File: config.mk
export PLATFORM = sky130hd
export DESIGN_NAME = double_clap_gap_classifier
export DESIGN_NICKNAME = d
export VERILOG_FILES = /design/src/hw/rtl/dcgc_pkg.sv /design/src/hw/rtl/dcgc_gap_bins.sv /design/src/hw/rtl/dcgc_core.sv /design/src/hw/rtl/dcgc_out_buf.sv /design/src/hw/rtl/double_clap_gap_classifier.sv
export SDC_FILE = /design/constraint.sdc
export NUM_CORES = 1
export LEC_CHECK = 0
export ABC_AREA = 1
export BUFFER_PORTS_ARGS = -buffer_cell sky130_fd_sc_hd__clkbuf_2
export CORE_ASPECT_RATIO = 0.6
export CORE_UTILIZATION = 30
export DETAILED_ROUTE_END_ITERATION = 10
export GPL_TIMING_DRIVEN = 0
export MAX_ROUTING_LAYER = met4
export PLACE_DENSITY_LB_ADDON = 0.2
export SKIP_CTS_REPAIR_TIMING = 1
export SLEW_MARGIN = 10
export SYNTH_ARGS = -nofsm -noshare
export SYNTH_HDL_FRONTEND = slang
export SYNTH_HIERARCHICAL = 1
export SYNTH_SLANG_ARGS = --single-unit
File: constraint.sdc
create_clock -name clk -period 4.82 [get_ports clk]
set_input_delay 0.964 -clock clk [delete_from_list [all_inputs] [get_ports clk]]
set_output_delay 0.964 -clock clk [all_outputs]
set_load 0.02 [all_outputs]
File: src/hw/rtl/dcgc_pkg.sv
// Shared types and constants for the double clap gap classifier.
`timescale 1ns / 1ps

package dcgc_pkg;

  // Configuration register widths
  localparam int PULSE_CFG_W = 17;
  localparam int GAP_CFG_W   = 24;
  localparam int HOLD_W      = 21;
  localparam int LAMP_W      = 4;

  // Register indexes on the configuration port
  localparam logic [2:0] REG_FIRST_MIN  = 3'd0;
  localparam logic [2:0] REG_FIRST_MAX  = 3'd1;
  localparam logic [2:0] REG_SECOND_MIN = 3'd2;
  localparam logic [2:0] REG_SECOND_MAX = 3'd3;
  localparam logic [2:0] REG_GAP_START  = 3'd4;
  localparam logic [2:0] REG_GAP_STEP   = 3'd5;
  localparam logic [2:0] REG_HOLD_TICKS = 3'd6;
  localparam logic [2:0] REG_PAIR_TMO   = 3'd7;

  // Reset values
  localparam logic [PULSE_CFG_W-1:0] RST_FIRST_MIN  = 17'd62260;
  localparam logic [PULSE_CFG_W-1:0] RST_FIRST_MAX  = 17'd67040;
  localparam logic [PULSE_CFG_W-1:0] RST_SECOND_MIN = 17'd106760;
  localparam logic [PULSE_CFG_W-1:0] RST_SECOND_MAX = 17'd113840;
  localparam logic [GAP_CFG_W-1:0]   RST_GAP_START  = 24'd2000000;
  localparam logic [GAP_CFG_W-1:0]   RST_GAP_STEP   = 24'd2000000;
  localparam logic [HOLD_W-1:0]      RST_HOLD_TICKS = 21'd1505021;
  localparam logic [GAP_CFG_W-1:0]   RST_PAIR_TMO   = 24'd12058624;

  typedef struct packed {
    logic [PULSE_CFG_W-1:0] first_pulse_min;
    logic [PULSE_CFG_W-1:0] first_pulse_max;
    logic [PULSE_CFG_W-1:0] second_pulse_min;
    logic [PULSE_CFG_W-1:0] second_pulse_max;
    logic [GAP_CFG_W-1:0]   gap_start;
    logic [GAP_CFG_W-1:0]   gap_step;
    logic [HOLD_W-1:0]      hold_ticks;
    logic [GAP_CFG_W-1:0]   pair_timeout;
  } cfg_t;

  typedef struct packed {
    logic [LAMP_W-1:0] channel_lamps;
    logic              clap_lamp;
  } res_t;

endpackage

File: src/hw/rtl/dcgc_gap_bins.sv
// Gap classifier: picks the gap bin of a latched gap count.
`timescale 1ns / 1ps

module dcgc_gap_bins #(
  parameter int GAP_COUNT_BITS = 24,
  parameter int CHANNELS       = 4
) (
  input  logic [GAP_COUNT_BITS-1:0]           gap,
  input  logic [dcgc_pkg::GAP_CFG_W-1:0]      gap_start,
  input  logic [dcgc_pkg::GAP_CFG_W-1:0]      gap_step,
  output logic [$clog2(CHANNELS+1)-1:0]       chan
);
  import dcgc_pkg::*;

  localparam int CW = $clog2(CHANNELS + 1);
  localparam int GW = (GAP_COUNT_BITS > GAP_CFG_W) ? GAP_COUNT_BITS : GAP_CFG_W;
  localparam int TW = GW + 4;

  logic [GAP_CFG_W-1:0] step_eff;
  logic [GW-1:0]        g_ext;
  logic [GW-1:0]        s_ext;
  logic [GW-1:0]        diff;
  logic                 below;
  logic [CHANNELS-1:0]  hits;
  logic [CW-1:0]        cnt;

  assign step_eff = (gap_step == '0) ? GAP_CFG_W'(1) : gap_step;
  assign g_ext    = GW'(gap);
  assign s_ext    = GW'(gap_start);
  assign below    = g_ext < s_ext;
  assign diff     = g_ext - s_ext;

  // Thermometer of bin edges: edge k sits at k * step above the start
  for (genvar k = 1; k <= CHANNELS; k++) begin : g_edge
    logic [TW-1:0] thr;
    assign thr         = TW'(step_eff) * TW'(k);
    assign hits[k-1]   = TW'(diff) >= thr;
  end

  always_comb begin
    cnt = '0;
    for (int i = 0; i < CHANNELS; i++) begin
      cnt = cnt + CW'(hits[i]);
    end
  end

  // A count equal to CHANNELS means past the last bin: no channel
  assign chan = below ? CW'(CHANNELS) : cnt;

endmodule

File: src/hw/rtl/dcgc_core.sv
// Clap detector state: pulse timing, pair arming, hold timers, result per tick.
`timescale 1ns / 1ps

module dcgc_core #(
  parameter int PULSE_COUNT_BITS = 17,
  parameter int GAP_COUNT_BITS   = 24,
  parameter int CHANNELS         = 4
) (
  input  logic                              clk,
  input  logic                              rst_n,
  input  logic                              fire,
  input  logic                              level_high,
  input  logic                              level_mid,
  input  dcgc_pkg::cfg_t                    cfg,
  input  logic [$clog2(CHANNELS+1)-1:0]     chan,
  output logic [GAP_COUNT_BITS-1:0]         gap_latched,
  output dcgc_pkg::res_t                    res
);
  import dcgc_pkg::*;

  localparam int CW  = $clog2(CHANNELS + 1);
  localparam int PW  = PULSE_COUNT_BITS;
  localparam int PCW = (PW > PULSE_CFG_W) ? PW : PULSE_CFG_W;
  localparam int GW  = (GAP_COUNT_BITS > GAP_CFG_W) ? GAP_COUNT_BITS : GAP_CFG_W;
  localparam logic [CW-1:0] NO_CHANNEL = CW'(CHANNELS);
  localparam logic [PW-1:0] PULSE_MAX  = {PW{1'b1}};

  localparam logic [2:0] PH_IDLE       = 3'd0;
  localparam logic [2:0] PH_FIRST      = 3'd1;
  localparam logic [2:0] PH_SECOND     = 3'd2;
  localparam logic [2:0] PH_DRAIN_HIGH = 3'd3;
  localparam logic [2:0] PH_DRAIN_MID  = 3'd4;
  localparam logic [2:0] PH_HOLD_CLAP  = 3'd5;
  localparam logic [2:0] PH_HOLD_CHAN  = 3'd6;

  logic [2:0]                phase_r,   phase_nxt;
  logic [PW-1:0]             pulse_r,   pulse_nxt;
  logic [PW-1:0]             first_r,   first_nxt;
  logic                      armed_r,   armed_nxt;
  logic [GAP_COUNT_BITS-1:0] gap_r,     gap_nxt;
  logic [GAP_COUNT_BITS-1:0] latch_r,   latch_nxt;
  logic [HOLD_W-1:0]         hold_r,    hold_nxt;
  logic [CW-1:0]             pend_r,    pend_nxt;

  logic [GAP_COUNT_BITS-1:0] gap_inc;
  logic                      ok1, ok2;

  assign gap_inc = gap_r + GAP_COUNT_BITS'(1);
  assign ok1 = (PCW'(first_r) >= PCW'(cfg.first_pulse_min)) &&
               (PCW'(first_r) <= PCW'(cfg.first_pulse_max));
  assign ok2 = (PCW'(pulse_r) >= PCW'(cfg.second_pulse_min)) &&
               (PCW'(pulse_r) <= PCW'(cfg.second_pulse_max));

  always_comb begin
    phase_nxt = phase_r;
    pulse_nxt = pulse_r;
    first_nxt = first_r;
    armed_nxt = armed_r;
    gap_nxt   = gap_r;
    latch_nxt = latch_r;
    hold_nxt  = hold_r;
    pend_nxt  = pend_r;

    // Gap counter runs while armed and no lamp is lit
    if (armed_r && (phase_r < PH_HOLD_CLAP)) begin
      if (GW'(gap_inc) >= GW'(cfg.pair_timeout)) begin
        armed_nxt = 1'b0;
        gap_nxt   = '0;
      end else begin
        gap_nxt = gap_inc;
      end
    end

    unique case (phase_r)
      PH_IDLE: begin
        if (level_high) begin
          latch_nxt = gap_r;
          pulse_nxt = PW'(1);
          phase_nxt = PH_FIRST;
        end
      end
      PH_FIRST: begin
        if (level_high) begin
          if (pulse_r == PULSE_MAX) begin
            pulse_nxt = '0;
            phase_nxt = PH_DRAIN_HIGH;
          end else begin
            pulse_nxt = pulse_r + PW'(1);
          end
        end else begin
          first_nxt = pulse_r;
          if (level_mid) begin
            pulse_nxt = PW'(1);
            phase_nxt = PH_SECOND;
          end else begin
            pulse_nxt = '0;
            phase_nxt = PH_IDLE;
          end
        end
      end
      PH_SECOND: begin
        if (level_mid) begin
          if (pulse_r == PULSE_MAX) begin
            pulse_nxt = '0;
            phase_nxt = PH_DRAIN_MID;
          end else begin
            pulse_nxt = pulse_r + PW'(1);
          end
        end else begin
          pulse_nxt = '0;
          if (ok1 && ok2) begin
            if (armed_nxt) begin
              pend_nxt  = chan;
              armed_nxt = 1'b0;
            end else begin
              pend_nxt  = NO_CHANNEL;
              armed_nxt = 1'b1;
            end
            gap_nxt   = '0;
            hold_nxt  = cfg.hold_ticks;
            phase_nxt = PH_HOLD_CLAP;
          end else begin
            phase_nxt = PH_IDLE;
          end
        end
      end
      PH_DRAIN_HIGH: begin
        if (!level_high) phase_nxt = PH_IDLE;
      end
      PH_DRAIN_MID: begin
        if (!level_mid) phase_nxt = PH_IDLE;
      end
      PH_HOLD_CLAP: begin
        if (hold_r > HOLD_W'(1)) begin
          hold_nxt = hold_r - HOLD_W'(1);
        end else if (pend_r < NO_CHANNEL) begin
          hold_nxt  = cfg.hold_ticks;
          phase_nxt = PH_HOLD_CHAN;
        end else begin
          hold_nxt  = '0;
          phase_nxt = PH_IDLE;
        end
      end
      PH_HOLD_CHAN: begin
        if (hold_r > HOLD_W'(1)) begin
          hold_nxt = hold_r - HOLD_W'(1);
        end else begin
          hold_nxt  = '0;
          pend_nxt  = NO_CHANNEL;
          phase_nxt = PH_IDLE;
        end
      end
      default: phase_nxt = PH_IDLE;
    endcase
  end

  // Result reflects the state after this tick
  always_comb begin
    res.clap_lamp = (phase_nxt == PH_HOLD_CLAP);
    for (int i = 0; i < LAMP_W; i++) begin
      res.channel_lamps[i] = (phase_nxt == PH_HOLD_CHAN) && (pend_nxt < NO_CHANNEL) &&
                             (32'(pend_nxt) == i);
    end
  end

  always_ff @(posedge clk) begin
    if (!rst_n) begin
      phase_r <= PH_IDLE;
      pulse_r <= '0;
      first_r <= '0;
      armed_r <= 1'b0;
      gap_r   <= '0;
      latch_r <= '0;
      hold_r  <= '0;
      pend_r  <= NO_CHANNEL;
    end else if (fire) begin
      phase_r <= phase_nxt;
      pulse_r <= pulse_nxt;
      first_r <= first_nxt;
      armed_r <= armed_nxt;
      gap_r   <= gap_nxt;
      latch_r <= latch_nxt;
      hold_r  <= hold_nxt;
      pend_r  <= pend_nxt;
    end
  end

  assign gap_latched = latch_r;

  a_chan_hold_valid: assert property (@(posedge clk) disable iff (!rst_n)
    (phase_r == PH_HOLD_CHAN) |-> (pend_r < NO_CHANNEL))
    else $error("channel hold without a valid channel");

  a_pulse_only_timing: assert property (@(posedge clk) disable iff (!rst_n)
    (pulse_r != '0) |-> ((phase_r == PH_FIRST) || (phase_r == PH_SECOND)))
    else $error("pulse count live outside pulse timing");

  a_lamps_exclusive: assert property (@(posedge clk) disable iff (!rst_n)
    fire |-> ($onehot0(res.channel_lamps) && !(res.clap_lamp && (res.channel_lamps != '0))))
    else $error("lamp result not exclusive");

  a_hold_freezes_gap: assert property (@(posedge clk) disable iff (!rst_n)
    (fire && (phase_r == PH_HOLD_CLAP || phase_r == PH_HOLD_CHAN)) |=> $stable(gap_r))
    else $error("gap counter moved during a hold");

endmodule

File: src/hw/rtl/dcgc_out_buf.sv
// Two-entry result buffer: output register plus skid stage.
`timescale 1ns / 1ps

module dcgc_out_buf (
  input  logic           clk,
  input  logic           rst_n,
  input  logic           push,
  input  dcgc_pkg::res_t push_data,
  output logic           push_ready,
  output logic           out_valid,
  input  logic           out_ready,
  output dcgc_pkg::res_t out_data
);
  import dcgc_pkg::*;

  logic out_valid_r;
  logic skid_valid_r;
  res_t out_data_r;
  res_t skid_data_r;

  assign push_ready = !skid_valid_r;
  assign out_valid  = out_valid_r;
  assign out_data   = out_data_r;

  always_ff @(posedge clk) begin
    if (!rst_n) begin
      out_valid_r  <= 1'b0;
      skid_valid_r <= 1'b0;
    end else if (skid_valid_r) begin
      if (out_ready) begin
        skid_valid_r <= 1'b0;
      end
    end else if (!out_valid_r || out_ready) begin
      out_valid_r <= push;
    end else if (push) begin
      skid_valid_r <= 1'b1;
    end
  end

  always_ff @(posedge clk) begin
    if (skid_valid_r) begin
      if (out_ready) out_data_r <= skid_data_r;
    end else if (!out_valid_r || out_ready) begin
      if (push) out_data_r <= push_data;
    end else if (push) begin
      skid_data_r <= push_data;
    end
  end

endmodule

File: src/hw/rtl/double_clap_gap_classifier.sv
// Top level of the double clap gap classifier: config registers and channel wiring.
//
//  port group | dir | role
//  -----------+-----+-----------------------------------------------------------
//  in_*       | in  | one comparator sample per item (level_high, level_mid)
//  out_*      | out | lamp state after each item (clap_lamp, channel_lamps)
//  cfg_*      | in  | APB register port, eight registers at byte address 4*i
//
// One item per clock while in_tready is high: every item is stepped through the
// detector in the cycle it is accepted and its result lands in the output register
// (or in the skid stage behind a stalled output) at the same edge.
// Throughput is set by the two-entry output buffer: in_tready drops only when
// both the output register and the skid stage hold a result.
// Reset is synchronous, active low; it restores all register defaults and idles
// the detector. A stalled output never loses or repeats a result.
`timescale 1ns / 1ps

module double_clap_gap_classifier #(
  parameter int PULSE_COUNT_BITS = 17,
  parameter int GAP_COUNT_BITS   = 24,
  parameter int CHANNELS         = 4
) (
  input  logic        clk,
  input  logic        rst_n,
  // input item stream
  input  logic        in_tvalid,
  output logic        in_tready,
  input  logic [7:0]  in_tdata,     // [0] level_high, [1] level_mid, [7:2] zero
  // result item stream
  output logic        out_tvalid,
  input  logic        out_tready,
  output logic [7:0]  out_tdata,    // [0] clap_lamp, [4:1] channel_lamps, [7:5] zero
  // configuration port
  input  logic        cfg_psel,
  input  logic        cfg_penable,
  input  logic        cfg_pwrite,
  input  logic [4:0]  cfg_paddr,
  input  logic [31:0] cfg_pwdata,
  output logic [31:0] cfg_prdata,
  output logic        cfg_pready
);
  import dcgc_pkg::*;

  localparam int CW = $clog2(CHANNELS + 1);

  cfg_t                      cfg_r;
  logic                      cfg_wr;
  logic [2:0]                cfg_idx;
  logic                      fire;
  logic [CW-1:0]             chan;
  logic [GAP_COUNT_BITS-1:0] gap_latched;
  res_t                      res;
  res_t                      out_res;

  // ---------------------------------------------------------------------------
  // Register port: writes land on the access phase, pready tied high
  // ---------------------------------------------------------------------------
  assign cfg_pready = 1'b1;
  assign cfg_wr     = cfg_psel && cfg_penable && cfg_pwrite && cfg_pready;
  assign cfg_idx    = cfg_paddr[4:2];

  always_ff @(posedge clk) begin
    if (!rst_n) begin
      cfg_r.first_pulse_min  <= RST_FIRST_MIN;
      cfg_r.first_pulse_max  <= RST_FIRST_MAX;
      cfg_r.second_pulse_min <= RST_SECOND_MIN;
      cfg_r.second_pulse_max <= RST_SECOND_MAX;
      cfg_r.gap_start        <= RST_GAP_START;
      cfg_r.gap_step         <= RST_GAP_STEP;
      cfg_r.hold_ticks       <= RST_HOLD_TICKS;
      cfg_r.pair_timeout     <= RST_PAIR_TMO;
    end else if (cfg_wr) begin
      unique case (cfg_idx)
        REG_FIRST_MIN:  cfg_r.first_pulse_min  <= cfg_pwdata[PULSE_CFG_W-1:0];
        REG_FIRST_MAX:  cfg_r.first_pulse_max  <= cfg_pwdata[PULSE_CFG_W-1:0];
        REG_SECOND_MIN: cfg_r.second_pulse_min <= cfg_pwdata[PULSE_CFG_W-1:0];
        REG_SECOND_MAX: cfg_r.second_pulse_max <= cfg_pwdata[PULSE_CFG_W-1:0];
        REG_GAP_START:  cfg_r.gap_start        <= cfg_pwdata[GAP_CFG_W-1:0];
        REG_GAP_STEP:   cfg_r.gap_step         <= cfg_pwdata[GAP_CFG_W-1:0];
        REG_HOLD_TICKS: cfg_r.hold_ticks       <= cfg_pwdata[HOLD_W-1:0];
        REG_PAIR_TMO:   cfg_r.pair_timeout     <= cfg_pwdata[GAP_CFG_W-1:0];
        default: ;
      endcase
    end
  end

  // Read back: zero-extend the addressed register
  always_comb begin
    unique case (cfg_idx)
      REG_FIRST_MIN:  cfg_prdata = 32'(cfg_r.first_pulse_min);
      REG_FIRST_MAX:  cfg_prdata = 32'(cfg_r.first_pulse_max);
      REG_SECOND_MIN: cfg_prdata = 32'(cfg_r.second_pulse_min);
      REG_SECOND_MAX: cfg_prdata = 32'(cfg_r.second_pulse_max);
      REG_GAP_START:  cfg_prdata = 32'(cfg_r.gap_start);
      REG_GAP_STEP:   cfg_prdata = 32'(cfg_r.gap_step);
      REG_HOLD_TICKS: cfg_prdata = 32'(cfg_r.hold_ticks);
      REG_PAIR_TMO:   cfg_prdata = 32'(cfg_r.pair_timeout);
      default:        cfg_prdata = '0;
    endcase
  end

  // ---------------------------------------------------------------------------
  // Datapath: advance the detector on every accepted item
  // ---------------------------------------------------------------------------
  assign fire = in_tvalid && in_tready;

  // Bin the gap latched at the start of the current attempt
  dcgc_gap_bins #(
    .GAP_COUNT_BITS (GAP_COUNT_BITS),
    .CHANNELS       (CHANNELS)
  ) u_bins (
    .gap       (gap_latched),
    .gap_start (cfg_r.gap_start),
    .gap_step  (cfg_r.gap_step),
    .chan      (chan)
  );

  dcgc_core #(
    .PULSE_COUNT_BITS (PULSE_COUNT_BITS),
    .GAP_COUNT_BITS   (GAP_COUNT_BITS),
    .CHANNELS         (CHANNELS)
  ) u_core (
    .clk         (clk),
    .rst_n       (rst_n),
    .fire        (fire),
    .level_high  (in_tdata[0]),
    .level_mid   (in_tdata[1]),
    .cfg         (cfg_r),
    .chan        (chan),
    .gap_latched (gap_latched),
    .res         (res)
  );

  // Hold results here so the input side can take one more item while the output stalls
  dcgc_out_buf u_out_buf (
    .clk        (clk),
    .rst_n      (rst_n),
    .push       (fire),
    .push_data  (res),
    .push_ready (in_tready),
    .out_valid  (out_tvalid),
    .out_ready  (out_tready),
    .out_data   (out_res)
  );

  assign out_tdata = {3'b000, out_res.channel_lamps, out_res.clap_lamp};

endmodule
**After elaboration in Yosys (flattened, before gate mapping)**

Cells that the tools add are included.

- Reductions and logical operators: 38
- Multiply operators: 1
- Add/subtract/negate cells: 7
- Muxes and demuxes: 52
- Bitwise operators: 3
- Magnitude comparators: 14
- Equality and inequality tests: 23

Operators by type and width:

| cell | number |
|---|---|
| 32-bit case mux with 8 select lines | 1 |
| 24-bit two-way mux | 6 |
| 21-bit two-way mux | 5 |
| 17-bit two-way mux | 4 |
| 21-bit case mux with 3 select lines | 1 |
| 24-bit by 26-bit greater-or-equal comparator with 1-bit output | 2 |
| 17-bit case mux with 3 select lines | 1 |
| 24-bit greater-or-equal comparator | 2 |
| 3-bit two-way mux | 16 |
| 17-bit greater-or-equal comparator | 2 |
| 17-bit <= comparator | 2 |
| 3-bit equality test, second input constant | 9 |
| 24-bit by 2-bit multiplier with 26-bit output, second input constant | 1 |
| 24-bit by 25-bit greater-or-equal comparator with 1-bit output | 1 |
| 24-bit by 1-bit adder with 24-bit output, second input constant | 1 |
| 24-bit logical NOT | 1 |
| 24-bit less-than comparator | 1 |
| 24-bit subtractor | 1 |
| 21-bit by 1-bit greater-than comparator with 1-bit output, second input constant | 1 |
| 3-bit case mux with 7 select lines | 1 |
| 21-bit by 1-bit subtractor with 21-bit output, second input constant | 1 |
| 5-bit two-way mux | 4 |
| 3-bit by 2-bit equality test with 1-bit output, second input constant | 6 |
| 2-bit AND reduction | 9 |
| 20 further kinds | 59 |

- Flip-flop bits (word level): 283
- Input bits: 52

**Logic depth before layout (Yosys ltp)**

- Depth after elaboration: 17
- Gate-level depth with buffers: 44
- Gate-level depth less buffers: 44

**Hierarchy**

Netlist, hierarchy kept.

Modules (own cells, without submodules):

| module | instances | cells each | area an instance (um2) |
|---|---|---|---|
| dcgc_core | 1 | 1,302 | 8,503.2 |
| double_clap_gap_classifier | 1 | 1,056 | 7,264.5 |
| dcgc_gap_bins | 1 | 885 | 5,365.1 |
| dcgc_out_buf | 1 | 45 | 528.0 |

**Worst setup path before layout**

OpenSTA, ideal clock, no wires.

- Kind: flip-flop to flip-flop
- Start: register cfg_r[67] (netlist name)
- End: register u_out_buf.out_data_r, in the netlist u_out_buf/out_data[3] (data pin)
- Path slack: 0.161 ns
- Library setup time: 0.252 ns
- Required time: 4.568 ns
- Stages on the path, launching flop included: 40
- Arrival: 4.407 ns
- Cells stage by stage: dfxtp_1 inv_1 ha_1 nand2_1 nor2_1 nand4_1 nor2_4 inv_1 nand2_1 ha_1 inv_1 fa_1 o21ai_2 nand2_1 nand2_2 a21oi_1 o21ai_2 xnor2_1 (+4 left out) nor2_1 nand2_1 nand2_1 nand2_1 nand2_1 a21oi_1 ha_1 ha_1 nand2_1 inv_1 nand3_1 nand2_1 nand2_1 nand2_1 nand3_1 nor2_1 nand2_1 nand2_1

RTL lines:

| element | line | RTL |
|---|---|---|
| end signal, assigned | dcgc_out_buf.sv:42 | `if (out_ready) out_data_r <= skid_data_r;` |
| end signal, assigned | dcgc_out_buf.sv:44 | `if (push) out_data_r <= push_data;` |
| end, declared | dcgc_out_buf.sv:18 | `res_t out_data_r;` |

==> key figures <==
Run status
  • Status: finished with violations
  • Violated checks: negative setup slack

Clocking
  • CTS root buf: clkbuf_16
  • Clk_lat worst skew: 0.62 ns
  • CTS tree: yes
  • H-tree Lvls: 1
  • Clk slew on worst S/H paths: 0.07 ns
  • Num CTS Buffers: 30
  • Clk buf depth: 3
  • TritonCTS Sinks: 283

Power
  • Max VDD drop: 0.2769 mV
  • P_sw: 2.125 mW
  • Pwr per Cell Area: 258.2 nW/um^2
  • Sequential fraction of design power: 38.5%
  • Internal power: 4.250 mW
  • Logic pwr share: 21.5%
  • Lkg Pwr: 11.83 nW
  • Clock power frac: 40.1%
  • Switching part of the total: 33.33%

Floorplan
  • Effective utilization at floorplan: 30.65%
  • Chip width: 348.9 um
  • Die area: 73320 sq um
  • Die H: 210.1 um
  • FP Rows: 75
  • CORE AREA: 70660 sq um
  • I/O pin count: 95

Final layout
  • Final design utilization: 34.94%
  • Final Net Count: 3692
  • Layout cells sized above 1: 10.10%
  • Area delta synth->final: 13.99%
  • Fill cell count: 7730

Logic synthesis
  • Syn Inst Count: 3288
  • Area share of the largest cell type after synthesis: 25.23%
  • Top cells by area, synth: dfxtp_1, ha_1, nand2_1
  • Synthesized area: 21660 sq um
  • Synth async-reset ratio: 0%
  • #FFs+latches synth: 283
  • Yosys top cell by area: dfxtp_1
  • Post-synth top flop: dfxtp_1
  • Synth top cells by count: nand2_1, nor2_1, inv_1
  • Distinct cell type count after synthesis: 61
  • Post-synth EDFFs: 10
  • Sequential share of the synthesized area: 26.62%
  • Synthesis warning total: 6
  • Most numerous cell in the Yosys netlist: nand2_1
  • Synthesized area per cell: 6.588 sq um

Drt
  • Drt pass-1 iters: 6
  • WL/cell: 20.44 um
  • DRT iter0 DRCs: 2623
  • Drt via density: 5.062
  • Via count: 22170
  • DRC: 0
  • Final wirelength: 89520 um
  • Antenna-violating nets left: 0

Timing
  • Slew Limit Fails: 0
  • Final setup fails: 11
  • Post-route clock period utilization: 110.3%
  • Setup TNS: -4.075 ns
  • Setup WS post-layout: -0.4967 ns
  • Fin. Hold Viols: 0
  • Fmax: 188.1 MHz
  • RSZ-0062 raised after global routing: true
  • Worst Max-Slew Pin Slew: 1.253 ns
  • Min Tclk post-route: 5.317 ns
  • Slew HR: 16.45%
  • Worst Skew: 0.01659 ns

GRT
  • GR Overflow Total: 0
  • Vias in the first global route: 19450
  • GRT Total Usage: 24.62%
  • Initial antenna violation count: 2
  • Largest net degree at the start of global routing: 16
  • First-pass GRT wire length: 130100 um

Place
  • Hpwl dp: 72670 um
  • Port-buffer cells: 49
  • Routability congestion estimate: 0.9696

Setup path
  • Worst EP arrival: 5.80 ns
  • WS Path Type: flop to flop
  • Internal reg-to-reg setup slack: -0.50 ns
  • Reg2reg path depth: 37
  • Top delay family on crit path: simple AND/OR/NAND/NOR gates
  • Crit-path most repeated cell: nand2_1
  • Crit-path max FO: 4
  • Crit end category: flop
  • Critical path buffer and inverter count: 5
  • CP Data Required Time: 5.30 ns
  • Startpoint types: flop
  • R2R Path End: u_out_buf/out_data[2]$_DFFE_PP_
  • Slowest CP cell: fa_2
  • CP Depth: 37
  • Worst reg2reg startpoint: cfg_r[61]$_SDFFE_PN0P_
  • Slowest stage delay, CP: 0.43 ns

Hold path
  • Hold WC Path Type: flop to flop
  • Hold Path End: u_out_buf/out_valid$_SDFFE_PN0P_
  • Worst min-delay path startpoint: u_out_buf/out_valid$_SDFFE_PN0P_
  • Hold Crit Depth: 2

Job
  • Max Cap Viol: 0
==> routing by layer <==
metal / GRT usage, % / up-vias / routed length, um
met1: 40.23 / 10310 / 47810
met2: 29.05 / 863 / 30930
met4: 2.465 / 0 / 930
li1: - / 10930 / -
met5: - / - / 0
met3: 6.530 / 65 / 9847
==> state kept, by name (all words and copies together), names as in the netlist <==
name / flops
u_core/pulse_r: 17
u_core/first_r: 17
u_out_buf/skid_valid_r: 1
cfg_r: 161
u_core/pend_r: 3
u_out_buf/out_valid: 1
u_core/phase_r: 3
u_core/gap_r: 24
u_core/armed_r: 1
u_out_buf/skid_data_r: 5
u_core/gap_latched: 24
u_out_buf/out_data: 5
u_core/hold_r: 21
==> cell families after synthesis <==
logic type / Yosys count / synth area share [%]
AO/OA/AOI/OAI: 528 / 13.40
XOR/XNOR: 76 / 3.108
adder cells (fa/ha/maj): 246 / 14.31
buffers and inverters: 540 / 10.12
flip-flops: 283 / 26.62
multiplexers: 2 / 0.09820
other: 2 / 0.03467
AND/OR/NAND/NOR: 1611 / 32.31
==> area by class of cell <==
type                    count  area, sq um  area share [%]
well taps                 962         1204           4.875
diodes                      1        2.502         0.01013
flip-flops and latches    283         5787           23.44
repair buffers             64        357.8           1.449
multi-input cells        2475        14100           57.12
inverters                 386         1463           5.924
clock buffers              37        817.0           3.309
clock inverters            17        219.0          0.8868
plain buffers             154        737.0           2.985
==> layout by cell type (no fill, tap or decap), types with 17 or more instances in the layout <==
master and count:
a21oi_1 200, buf_2 36, buf_4 31, clkbuf_1 93
clkbuf_16 30, clkbuf_2 50, dfxtp_1 266, ha_1 238
inv_1 355, inv_2 25, nand2_1 714, nand2_2 26
nand3_1 170, nand4_1 105, nor2_1 487, nor2_4 17
nor3_1 26, o211ai_1 18, o21ai_0 213, o21ai_1 23
xnor2_1 18, xor2_1 48
==> worst reg2reg max path: cells and delay by family, from the launching register on <==
kind,cells,cell delay [ns]
AOI/OAI and AO/OA,7,1.01
DFF,1,0.38
and+or+nand+nor,19,1.85
xor gates and xnor gates,1,0.15
buffers and inverters,5,0.48
adders and majority gates,5,1.33
==> how the worst max path moves through the flow <==
stage               slack, ns                   start                         endpoint
floorplan                0.16  cfg_r[67]$_SDFFE_PN0P_  u_out_buf/out_data[3]$_DFFE_PP_
global placement        -1.61  cfg_r[67]$_SDFFE_PN0P_  u_out_buf/out_data[2]$_DFFE_PP_
detailed placement      -1.61  cfg_r[67]$_SDFFE_PN0P_  u_out_buf/out_data[2]$_DFFE_PP_
CTS                     -1.65  cfg_r[67]$_SDFFE_PN0P_  u_out_buf/out_data[2]$_DFFE_PP_
global route            -0.81  cfg_r[67]$_SDFFE_PN0P_  u_out_buf/out_data[4]$_DFFE_PP_
finish                  -0.50  cfg_r[61]$_SDFFE_PN0P_  u_out_buf/out_data[2]$_DFFE_PP_
==> power by group through the flow <==
stage	registers, mW	clock network [mW]	logic [mW]
floorplan	2.48	0	0.805
global placement	2.50	0	1.23
detailed placement	2.50	0	1.23
CTS	2.45	2.59	1.24
global route	2.45	2.69	1.50
finish	2.45	2.56	1.37
==> through the flow <==
step / instance area (sq um) / hold slack (ns) / power [mW] / std cells / setup WS (ns)
2_1_floorplan: 21700 / 0.4444 / 3.282 / 3298 / 0.1608
3_3_place_gp: 23150 / 0.4740 / 3.739 / 4309 / -1.607
3_5_place_dp: 23150 / 0.4727 / 3.738 / 4309 / -1.608
4_1_cts: 24180 / 0.4841 / 6.281 / 4363 / -1.651
5_1_grt: 24690 / 0.4987 / 6.646 / 4379 / -0.8083
6_report: 24690 / 0.4788 / 6.375 / 4379 / -0.4967
(Power assumes the default switching activity.)
